==> src/assert_macros.svh <==
// ----------------------------------------------------------------------------
// assert_macros.svh
// Assertion helpers shared by the stamp block. Each use sits on its own line.
// ----------------------------------------------------------------------------
`ifndef ASSERT_MACROS_SVH
`define ASSERT_MACROS_SVH

// Same-cycle implication, disabled while rst is high
`define RFGS_ASSERT_IMP(name, ante, cons, msg) \
  name: assert property (@(posedge clk) disable iff (rst) (ante) |-> (cons)) \
    else $error(msg);

// Next-cycle implication, disabled while rst is high
`define RFGS_ASSERT_NXT(name, ante, cons, msg) \
  name: assert property (@(posedge clk) disable iff (rst) (ante) |=> (cons)) \
    else $error(msg);

`endif

==> src/rfgs_div.sv <==
// ----------------------------------------------------------------------------
// rfgs_div
// Restoring divider, one quotient bit per cycle.
// ----------------------------------------------------------------------------
`timescale 1ns / 1ps
`default_nettype none

module rfgs_div #(
  parameter int NW  = 38,
  parameter int DVW = 42
) (
  input  wire logic           clk,
  input  wire logic           rst,
  input  wire logic           start,
  input  wire logic [NW-1:0]  num,
  input  wire logic [DVW-1:0] den,
  output logic                done,
  output logic [NW-1:0]       quo,
  output logic                rem_nz
);

  localparam int CNTW = $clog2(NW);

  logic            run;
  logic [CNTW-1:0] cnt;
  logic [NW-1:0]   numsh;
  logic [DVW-1:0]  rem;
  logic [DVW-1:0]  dvs;
  logic [DVW:0]    trial;
  logic [DVW:0]    diff;
  logic            ge;

  // One trial subtract per cycle
  always_comb begin
    trial = {rem, numsh[NW-1]};
    diff  = trial - {1'b0, dvs};
    ge    = (trial >= {1'b0, dvs});
  end

  always_ff @(posedge clk) begin
    if (rst) begin
      run  <= 1'b0;
      done <= 1'b0;
    end else begin
      done <= 1'b0;
      if (start) begin
        run   <= 1'b1;
        cnt   <= '0;
        numsh <= num;
        dvs   <= den;
        rem   <= '0;
        quo   <= '0;
      end else if (run) begin
        rem   <= ge ? diff[DVW-1:0] : trial[DVW-1:0];
        quo   <= {quo[NW-2:0], ge};
        numsh <= {numsh[NW-2:0], 1'b0};
        cnt   <= cnt + 1'b1;
        if (cnt == CNTW'(NW - 1)) begin
          run  <= 1'b0;
          done <= 1'b1;
        end
      end
    end
  end

  assign rem_nz = (rem != '0);

endmodule

`default_nettype wire

==> config.mk <==
export PLATFORM = sky130hd
export DESIGN_NAME = rfgs_div
export DESIGN_NICKNAME = d
export VERILOG_FILES = /design/src/assert_macros.svh /design/src/rfgs_div.sv
export SDC_FILE = /design/constraint.sdc
export NUM_CORES = 1
export LEC_CHECK = 0
export ABC_AREA = 1
export ABC_CLOCK_PERIOD_IN_PS = 11500
export BUFFER_PORTS_ARGS = -buffer_cell sky130_fd_sc_hd__buf_2
export CORE_MARGIN = 2
export CORE_UTILIZATION = 33
export CTS_BUF_LIST = sky130_fd_sc_hd__clkbuf_8
export DETAILED_ROUTE_END_ITERATION = 8
export RECOVER_POWER = 50
export SYNTH_ARGS = -nofsm -noshare
export SYNTH_HDL_FRONTEND = slang
export SYNTH_SLANG_ARGS = --single-unit
export TNS_END_PERCENT = 30
==> constraint.sdc <==
create_clock -name clk -period 11.5 [get_ports clk]
set_input_delay 1.725 -clock clk [delete_from_list [all_inputs] [get_ports clk]]
set_output_delay 1.725 -clock clk [all_outputs]
set_load 0.01 [all_outputs]
* Yosys cells after proc, flatten, opt, wreduce, memory -nomap -nowiden
Index checks and enable logic that the tools add are counted.
** Operators by class
- Reductions and logical operators :: 5
- Eq/ne operators :: 1
- Order comparisons :: 1
- Multiplexer cells :: 10
- Add/subtract/negate cells :: 2
- Bitwise logic cells :: 2
** Operators by type and width (count)
- $mux W38 :: 3
- $mux W42 :: 2
- $ge A43 B42 Y1 :: 1
- $reduce_bool A42 Y1 :: 1
- $sub A42 B42 Y42 :: 1
- $add A6 B1 Y6 const B :: 1
- $eq A6 B6 Y1 const B :: 1
- $mux W6 :: 1
- $mux W1 :: 4
- $reduce_and A2 Y1 :: 2
- $reduce_or A3 Y1 :: 1
- $not A1 Y1 :: 2
- $reduce_bool A2 Y1 :: 1
** Word-level totals
- Flip-flop bits (word level) :: 168
- Output and inout bits :: 40
- Logic and storage cells :: 28

* Longest topological paths before layout
- Word-level depth :: 4
- Mapped depth :: 17
- Gate-level depth less buffers :: 16

* Worst setup path before layout
Ideal clock, no wire load.
- Path type :: input port to flip-flop
- Start point :: input start
- End point :: register cnt[0] (enable)
- Arrival :: 7.912 ns
- Setup time :: 0.651 ns
- Required time :: 10.849 ns
- Buffers on the path :: 1
- Slack :: 2.937 ns
- Stages on the path :: 3
- Path through :: inv_2 clkbuf_1 a21oi_1
** Between the ends
- Longest elaborated chain between the ends :: 2
** Ends and longest elaborated chain
- start, declared :: RTL line rfgs_div.sv:14 : input wire logic start,
- $reduce_bool A2 Y1 (no line)
- $reduce_and A2 Y1 (no line)
- end signal, assigned :: RTL line rfgs_div.sv:57 : cnt <= cnt + 1'b1;
- end, declared :: RTL line rfgs_div.sv:25 : logic [CNTW-1:0] cnt;
Every way passes these cells.
A chain may end at the register's enable or synchronous reset.

==> out/metrics.yaml <==
die:
  die_h_um: 178.3
  rows: 63
  io-pin-count: 123
  die_area_sq_um: 31780
  start_util_pct: 33.64
  fp.coreArea_sq_um: 29800
  die_x_um: 178.3
timing:
  period_share_pct: 59.44
  period_needed_ns: 6.835
  hold_viol: 0
  rsz0062_at_grt: "false"
  setup_tns_ns: 0
  tightest_slew_ns: 3.433
  relSlewSlack_pct: -128.8
  whs_ns: 0.4624
  setup_viol: 0
  finClkSkew_ns: 0.01796
  slew_viol_final: 166
  fin_ws_ns: 4.665
  max_freq_ghz: 0.1463
global_routing:
  grt_usage_pct: 17.06
  first_global_vias: 8172
  antenna_found_initial: 4
  grt_pass1_wl_mm: 41.76
  grt_max_degree: 85
  overflow: 0
clocking:
  h-tree-depth: 4
  cts_buffer_depth: 2
  cts_tree: "built"
  cts_setup_buffers: 0
  cts_root_buf: "clkbuf_8"
  hold_buffers: 0
  clk_latency_ns: 0.48
  cts-resized-gates: 0
  clock-sinks: 168
  cts_buffers: 17
  clkTransAtPathRegs_ns: 0.09
power_and_ir_drop:
  leakagePower_uw: 0.005571
  p_per_area_nw_per_um2: 141.3
  ir_drop_mv: 0.1202
  totalPowerFinal_uw: 1611
setup_path:
  critPathLaunchType: "input port"
  crit_arrival_ns: 7.19
  end_kind: "flip-flop"
  critPathMostFrequentCell: "nand2_1"
  path_class: "input port to flip-flop"
  max_stage_delay_ns: 2.45
  crit_slowest_cell: "clkbuf_1"
  path_cells: "buf_2 > clkbuf_1 > inv_1 > clkbuf_1 > nand2_1 > nand2_1 > nand2_1 > inv_1"
  worstPathRequired_ns: 11.85
  path_max_fanout: 84
synth:
  synthesis.area_sq_um: 10020
  synth_top_area_cell: "edfxtp_1"
  ys_seq_area_share_pct: 50.14
  ys_top_cells_by_area: "edfxtp_1, nand2_1, inv_1"
  synth_edf_count: 166
  yosys_warnings: 0
  synth_fp_nets: 1399
  async_flop_share_pct: 0
  netlist_instances: 1271
  syn_avg_cell_area_sq_um: 7.885
  synth_top_cell_area_share_pct: 49.74
  yosysUniqueCellTypes: 31
  ys.flop_type: "edfxtp_1"
  yosys_register_bits: 168
layout:
  fillCellCount: 3144
  area_growth_pct: 13.75
  drive_gt1_share_pct: 8.470
  nets: 1521
detailed_routing:
  ant_nets: 0
  drt-initial-drc-count: 606
  route.detailed.drc: 0
  wl_per_cell_um: 14.30
  drt_wl_total_mm: 25.70
  dr.pass1.iters: 5
  num_vias: 8238
  vias_per_cell: 4.582
placed_design:
  gp_congestion: 0.8983
  hpwl_mm: 19.15
  portBuffers: 122
  dp_slack_ns: 7.358
status:
  outcome: "finished, violations left"
  violations: "max-capacitance violations, max-slew violations"
run:
  maxCapViolCount: 2
worst_hold_path:
  min_path_type: "flip-flop to flip-flop"
[Yosys cell counts (all sizes together) (2+ instances only)]
master / number
nand2: 420
inv: 231
nor2: 182
edfxtp: 166
nand3: 52
o21ai: 45
ha: 44
a21oi: 38
xor2: 21
clkbuf: 16
nor4: 10
buf: 8
nand4: 8
o21bai: 8
nor3: 5
xnor2: 5
a21o: 2
dfxtp: 2
nand3b: 2
o21a: 2
[cell type report]
| class | instances | area [sq um] | share of cell area (%) |
|---|---|---|---|
| antenna | 3 | 7.507 | 0.06585 |
| clock buffer | 17 | 234.0 | 2.052 |
| clock inverter | 14 | 170.2 | 1.493 |
| inverter | 231 | 867.1 | 7.606 |
| multi-input combinational | 848 | 4019 | 35.25 |
| sequential | 168 | 5025 | 44.08 |
| tap | 390 | 488.0 | 4.281 |
| timing repair buffer | 127 | 589.3 | 5.170 |
[metrics by stage]
stage,instance area (sq um),utilization [%],instances
4_1_cts,11460,38.48,1795
3_3_place_gp,11060,37.12,1764
5_1_grt,11390,38.23,1795
3_5_place_dp,11060,37.12,1764
2_1_floorplan,10020,-,1271
6_report,11400,38.26,1798
[sequential cells by signal, indices dropped and copies added (netlist names)]
register	cells
quo	38
numsh	38
cnt	6
rem	42
done	1
run	1
dvs	42
[critical path, delay by kind of cell]
| kind | cells | cell delay, ns |
|---|---|---|
| buffers and inverters | 5 | 4.22 |
| and+or+nand+nor | 3 | 1.21 |
[routing by layer]
layer  part of all wire [%]  up-vias  track usage, %
li1                       -     4248               -
met1                     46     3756           22.98
met2                     46      212           27.45
met3                    6.9       20           4.774
met4                    1.0        2           3.591
met5                  0.027        -               0
[worst paths after layout]
path | from | endpoint | slack (ns) | cells after the start
min | run | done | 0.46 | 2
max | start | rem[41] | 4.66 | 8
min reg2reg | run | done | 0.46 | 2
max reg2reg | rem[14] | rem[17] | 8.22 | 12
[cells by family (layout without fill, tap and decap cells)]
kind of cell / Yosys count / after routing / share of synthesized area (%)
flops: 168 / 168 / 50.14
xor+xnor: 26 / 26 / 2.272
simple gates: 680 / 680 / 26.90
other cells: 0 / 3 / 0
buf+inv: 255 / 389 / 9.813
compound gates: 97 / 97 / 5.181
fa+ha+maj: 45 / 45 / 5.693
[report_power, final]
group / total, uW / switching (uW) / internal [uW]
combinational: 402 / 267 / 135
clock: 448 / 233 / 215
sequential: 760 / 26.4 / 734
total: 1610 / 526 / 1080
[placed cells by master (no fill, tap or decap), drive strengths merged, types with 10 or more instances in the layout]
cell / instances
a21oi: 38
buf: 84
clkbuf: 60
edfxtp: 166
ha: 44
inv: 235
nand2: 420
nand3: 52
nor2: 182
nor4: 10
o21ai: 45
xor2: 21
No activity file was read; power rests on OpenSTA's default activity.
