### src/assert_macros.svh
// ----------------------------------------------------------------------------
// assert_macros.svh
// Assertion helpers shared by the stamp block. Each use sits on its own line.
// ----------------------------------------------------------------------------
`ifndef ASSERT_MACROS_SVH
`define ASSERT_MACROS_SVH

// Same-cycle implication, disabled while rst is high
`define RFGS_ASSERT_IMP(name, ante, cons, msg) \
  name: assert property (@(posedge clk) disable iff (rst) (ante) |-> (cons)) \
    else $error(msg);

// Next-cycle implication, disabled while rst is high
`define RFGS_ASSERT_NXT(name, ante, cons, msg) \
  name: assert property (@(posedge clk) disable iff (rst) (ante) |=> (cons)) \
    else $error(msg);

`endif

### src/rfgs_isqrt.sv
// ----------------------------------------------------------------------------
// rfgs_isqrt
// Integer square root, digit by digit, one result bit per cycle.
// ----------------------------------------------------------------------------
`timescale 1ns / 1ps
`default_nettype none

module rfgs_isqrt #(
  parameter int VW = 38   // even
) (
  input  wire logic            clk,
  input  wire logic            rst,
  input  wire logic            start,
  input  wire logic [VW-1:0]   val,
  output logic                 done,
  output logic [VW/2-1:0]      root
);

  logic          run;
  logic [VW-1:0] v;
  logic [VW-1:0] res;
  logic [VW-1:0] bitm;
  logic [VW-1:0] sum;

  assign sum = res + bitm;

  always_ff @(posedge clk) begin
    if (rst) begin
      run  <= 1'b0;
      done <= 1'b0;
    end else begin
      done <= 1'b0;
      if (start) begin
        run  <= 1'b1;
        v    <= val;
        res  <= '0;
        bitm <= {2'b01, {(VW-2){1'b0}}};
      end else if (run) begin
        if (v >= sum) begin
          v   <= v - sum;
          res <= (res >> 1) + bitm;
        end else begin
          res <= res >> 1;
        end
        bitm <= bitm >> 2;
        if (bitm[0]) begin
          run  <= 1'b0;
          done <= 1'b1;
        end
      end
    end
  end

  assign root = res[VW/2-1:0];

endmodule

`default_nettype wire

### config.mk
export PLATFORM = sky130hd
export DESIGN_NAME = rfgs_isqrt
export DESIGN_NICKNAME = d
export VERILOG_FILES = /design/src/assert_macros.svh /design/src/rfgs_isqrt.sv
export SDC_FILE = /design/constraint.sdc
export NUM_CORES = 1
export LEC_CHECK = 0
export BUFFER_PORTS_ARGS = -buffer_cell sky130_fd_sc_hd__buf_2
export CAP_MARGIN = 20
export CORE_MARGIN = 5
export CORE_UTILIZATION = 32
export CTS_CLUSTER_SIZE = 25
export DETAILED_ROUTE_END_ITERATION = 8
export SLEW_MARGIN = 20
export SYNTH_ARGS = -nofsm -noshare
export SYNTH_HDL_FRONTEND = slang
export SYNTH_SLANG_ARGS = --single-unit
### constraint.sdc
create_clock -name clk -period 9.4 [get_ports clk]
set_clock_uncertainty 0.15 [all_clocks]
set_input_delay 0.47 -clock clk [delete_from_list [all_inputs] [get_ports clk]]
set_output_delay 0.47 -clock clk [all_outputs]
set_load 0.1 [all_outputs]
## Word level (Yosys, flattened, before mapping)

Index checks and enable logic that the tools add are counted.

| word-level totals | value |
|---|---|
| output and inout port bits | 20 |
| logic and storage cells | 26 |
| register bits | 97 |
| bits of input ports | 41 |

| cells by class | value |
|---|---|
| add/subtract/negate cells | 3 |
| bitwise gates (word level) | 2 |
| $lt $le $gt $ge | 1 |
| reduce and logical (&&, ||, !) cells | 5 |
| multiplexer cells | 10 |

Operators with widths:

| kind | count |
|---|---|
| two-way mux 38 bit | 5 |
| adder 37 x 37 -> 38 bit | 1 |
| adder 38 x 37 -> 38 bit | 1 |
| greater-or-equal comparator 38 bit | 1 |
| subtractor 38 bit | 1 |
| two-way mux 37 bit | 1 |
| two-way mux 1 bit | 4 |
| nonzero test 2 bit | 2 |
| AND reduction 3 bit | 1 |
| OR reduction 3 bit | 1 |
| NOT 1 bit | 2 |
| AND reduction 2 bit | 1 |

## Depth between registers and ports, before layout

| logic depth | value |
|---|---|
| depth in word-level cells | 5 |
| depth in mapped cells | 20 |

## Worst setup path after synthesis

No wires, ideal clock.

| timing path | value |
|---|---|
| path kind | register to register |
| start | reg res[2] |
| end | reg v[0], enable pin |
| data arrival time | 7.093 ns |
| library setup time | 0.492 ns |
| path buffers | 2 |
| slack | 1.666 ns |
| stages on the path, launching flop included | 20 |
| path through | edfxtp_1 ha_1 a31oi_1 o21bai_1 a31oi_1 o21ai_1 a21o_1 a221o_1 a21oi_1 xor2_1 ha_1 buf_2 nand2_1 or3_1 or3_1 o21bai_2 a21oi_4 buf_2 nor2_1 a21boi_0 |

| between the ends | value |
|---|---|
| word-level cells in the longest chain between the ends | 4 |

Ends and longest elaborated chain:

| element | RTL line | source |
|---|---|---|
| start, declared | rfgs_isqrt.sv:21 | `logic [VW-1:0] res;` |
| start signal, assigned | rfgs_isqrt.sv:41 | `res <= (res >> 1) + bitm;` |
| start signal, assigned | rfgs_isqrt.sv:43 | `res <= res >> 1;` |
| adder 38 x 37 -> 38 bit | rfgs_isqrt.sv:25 | `assign sum = res + bitm;` |
| greater-or-equal comparator 38 bit | rfgs_isqrt.sv:39 | `if (v >= sum) begin` |
| nonzero test 2 bit (no line) | -- |  |
| AND reduction 3 bit (no line) | -- |  |
| end signal, assigned | rfgs_isqrt.sv:35 | `v <= val;` |
| end signal, assigned | rfgs_isqrt.sv:40 | `v <= v - sum;` |
| end, declared | rfgs_isqrt.sv:20 | `logic [VW-1:0] v;` |

No other way between the ends.
A chain may end at the register's enable or synchronous reset.

## Final worst setup path

| timing path | value |
|---|---|
| start | reg res[4] |
| end | reg v[25], enable pin |

The elaborated chain is that of the path after synthesis.

==> results.ini <==
[worst_setup_path]
r2r_cells=19
cp-end-kind=flop
startpoint_type=flop
worst-setup-path-type=reg2reg
worstPathArrival_ps=6180
crit_fanout=38
crit_required_ps=9240

[floorplanning]
dieHeight_um=179.5
die_x_um=179.5
dieArea_um2=32220
boundaryPins=61
start_util=0.3221
rows=62
core_area_um2=28550

[clock_network]
clk_path_buf_depth=2
cts_made_buffers=9
tritoncts=done
cts_setup_buffers=0
cts.sinks=97
cts_root_buf=clkbuf_16
clkTransAtPathRegs_ps=80
clk_latency_ps=360
htreeDepth=3
hold_buffers=0
ctsResizeCount=0

[status]
status=completed

[timing]
fin_crit_ps=6342
tightest_slew_ps=765.9
fmax_ghz=0.1577
hold_violations=0
worst_slack_ps=3058
final_max_slew_viol_count=0
finalCritPeriodShare=0.6747
tns_ps=0
relSlewSlack=0.4864
setup_viol_count_final=0
rsz0062_at_grt=false

[yosys]
yosysTopAreaCellShare=0.3102
syn_nets=1176
synth_top_area_cell=edfxtp_1
synth.distinct_cells=74
async_reset_ff_frac=0
yosysSeqAreaShare=0.3146
synth_flop_cell=edfxtp_1
synth-edff-count=95
yosys-top-cells-area=edfxtp_1, ha_1, nand2_1
yosysWarnings=0
synth_seq_cells=97
synthCells=1056
syn_avg_cell_area_um2=8.707
syn_area_um2=9195

[detailed_routing]
viasPerCell=5.616
dr_total_vias=8210
postRouteAntennaNets=0
first_pass_iters=5
post_drt_wl_per_cell_um=17.53
drt_iter0_markers=619
drt-total-wl_um=25620
drc=0

[placed_design]
placedCellCount=1446
place_ws_ps=3094
place.gp.congestion=0.8907
hpwl_um=19370
io_buffers=60

[min_path]
min_delay_path_depth=2
hold_class=in2reg

[finish]
multi_input_area_um2=5902
fillers=2986
finish.utilization=0.3515
seq_area_um2=2893
nNetsFinal=1193
antenna_cells=0
fin_cells=1462
area_growth_pct=9.117
drive_above_1_share=0.1076

[global_routing]
grt_first_pass_wirelength_um=40600
grt_max_degree=69
grt_pass1_vias=7514
grt.overflow.total=0
antenna_found_initial=0
track_usage=0.1522

[power_and_ir_drop]
power_density_nw_per_um2=194.0
finalPower_w=0.001946
ir_worst_vdd_v=0.00008701
leakagePower_nw=3.768

[run]
drv_cap=0

[routing by layer]
metal / track usage / share of wire / vias up
met4: 0.05395 / 0.029 / 0
met1: 0.2232 / 0.49 / 3892
met2: 0.2260 / 0.43 / 226
met3: 0.02486 / 0.054 / 40
li1: - / - / 4052
met5: 0 / 0 / -
[sequential cells by signal, indices dropped and copies added, names as in the netlist]
name and cells:
res 38, run 1, bitm 19, v 38, done 1
[worst paths after layout]
kind	start	endpoint	slack [ps]
worst max-delay path	res[4]$_SDFFCE_PP0P_	v[25]$_DFFE_PP_	3060
worst min-delay path	rst	run$_SDFF_PP0_	190
worst max register to register	res[4]$_SDFFCE_PP0P_	v[25]$_DFFE_PP_	3060
worst min register to register	bitm[0]$_SDFFCE_PP0P_	run$_SDFF_PP0_	380
[synthesized netlist by cell type (all sizes together) (32+ instances only)]
master  number
nor3        39
xor2        35
nand2      115
edfxtp      95
xnor2       38
nor2        63
o21ai       75
clkbuf      32
a21oi       64
nor2b       39
nand3       37
ha          78
[cell type report]
cell class                 instances  area share
timing repair buffer              69     0.03691
inverter                          25    0.009353
tap                              384     0.04789
sequential                        97      0.2883
multi-input combinational        871      0.5882
clock buffer                      10     0.02282
clock inverter                     6    0.006485
[metrics by stage]
stage,instance area [um2],hold slack [ps]
6_report,10030,187.3
5_1_grt,10030,194.9
4_1_cts,10030,178.3
3_5_place_dp,9739,373.4
3_3_place_gp,9739,348.9
2_1_floorplan,9195,309.6
[cell usage in the layout, fill, tap and decap left out, drive strengths merged, types with 15 or more instances in the layout]
| cell type | count |
|---|---|
| a211oi | 31 |
| a21o | 29 |
| a21oi | 64 |
| a31oi | 29 |
| buf | 69 |
| edfxtp | 95 |
| ha | 78 |
| inv | 27 |
| nand2 | 115 |
| nand3 | 37 |
| nand4 | 26 |
| nor2 | 63 |
| nor2b | 39 |
| nor3 | 39 |
| o21ai | 75 |
| o21bai | 15 |
| xnor2 | 38 |
| xor2 | 35 |
[logic make-up (layout without fill, tap and decap cells)]
| family | Yosys count | after routing | share of synthesized area |
|---|---|---|---|
| and+or+nand+nor | 374 | 374 | 0.2008 |
| AOI/OAI and AO/OA | 332 | 332 | 0.2459 |
| DFF | 97 | 97 | 0.3146 |
| buffers and inverters | 88 | 110 | 0.04599 |
| adders and majority gates | 79 | 79 | 0.1083 |
| xor gates and xnor gates | 73 | 73 | 0.06953 |
| muxes | 13 | 13 | 0.01483 |
[critical path: stages, from the launching register on]
cell and delay [ps]:
edfxtp_1 520, ha_1 370, nand2_1 70, o21bai_1 160
a31oi_1 170, o21ai_0 560, a21boi_0 240, o21ai_0 610
nand2_1 150, xor2_1 180, ha_1 370, nand2_1 90
or3_1 390, or3_1 320, o21bai_2 260, a21oi_4 150
buf_4 370, nor2_1 160, a21boi_4 170, buf_4 440
[power breakdown]
group,switching (W),internal (W)
combinational,0.000602,0.000352
sequential,0.0000536,0.000552
clock,0.000179,0.000208
total,0.000834,0.00111
(Power assumes the default switching activity.)
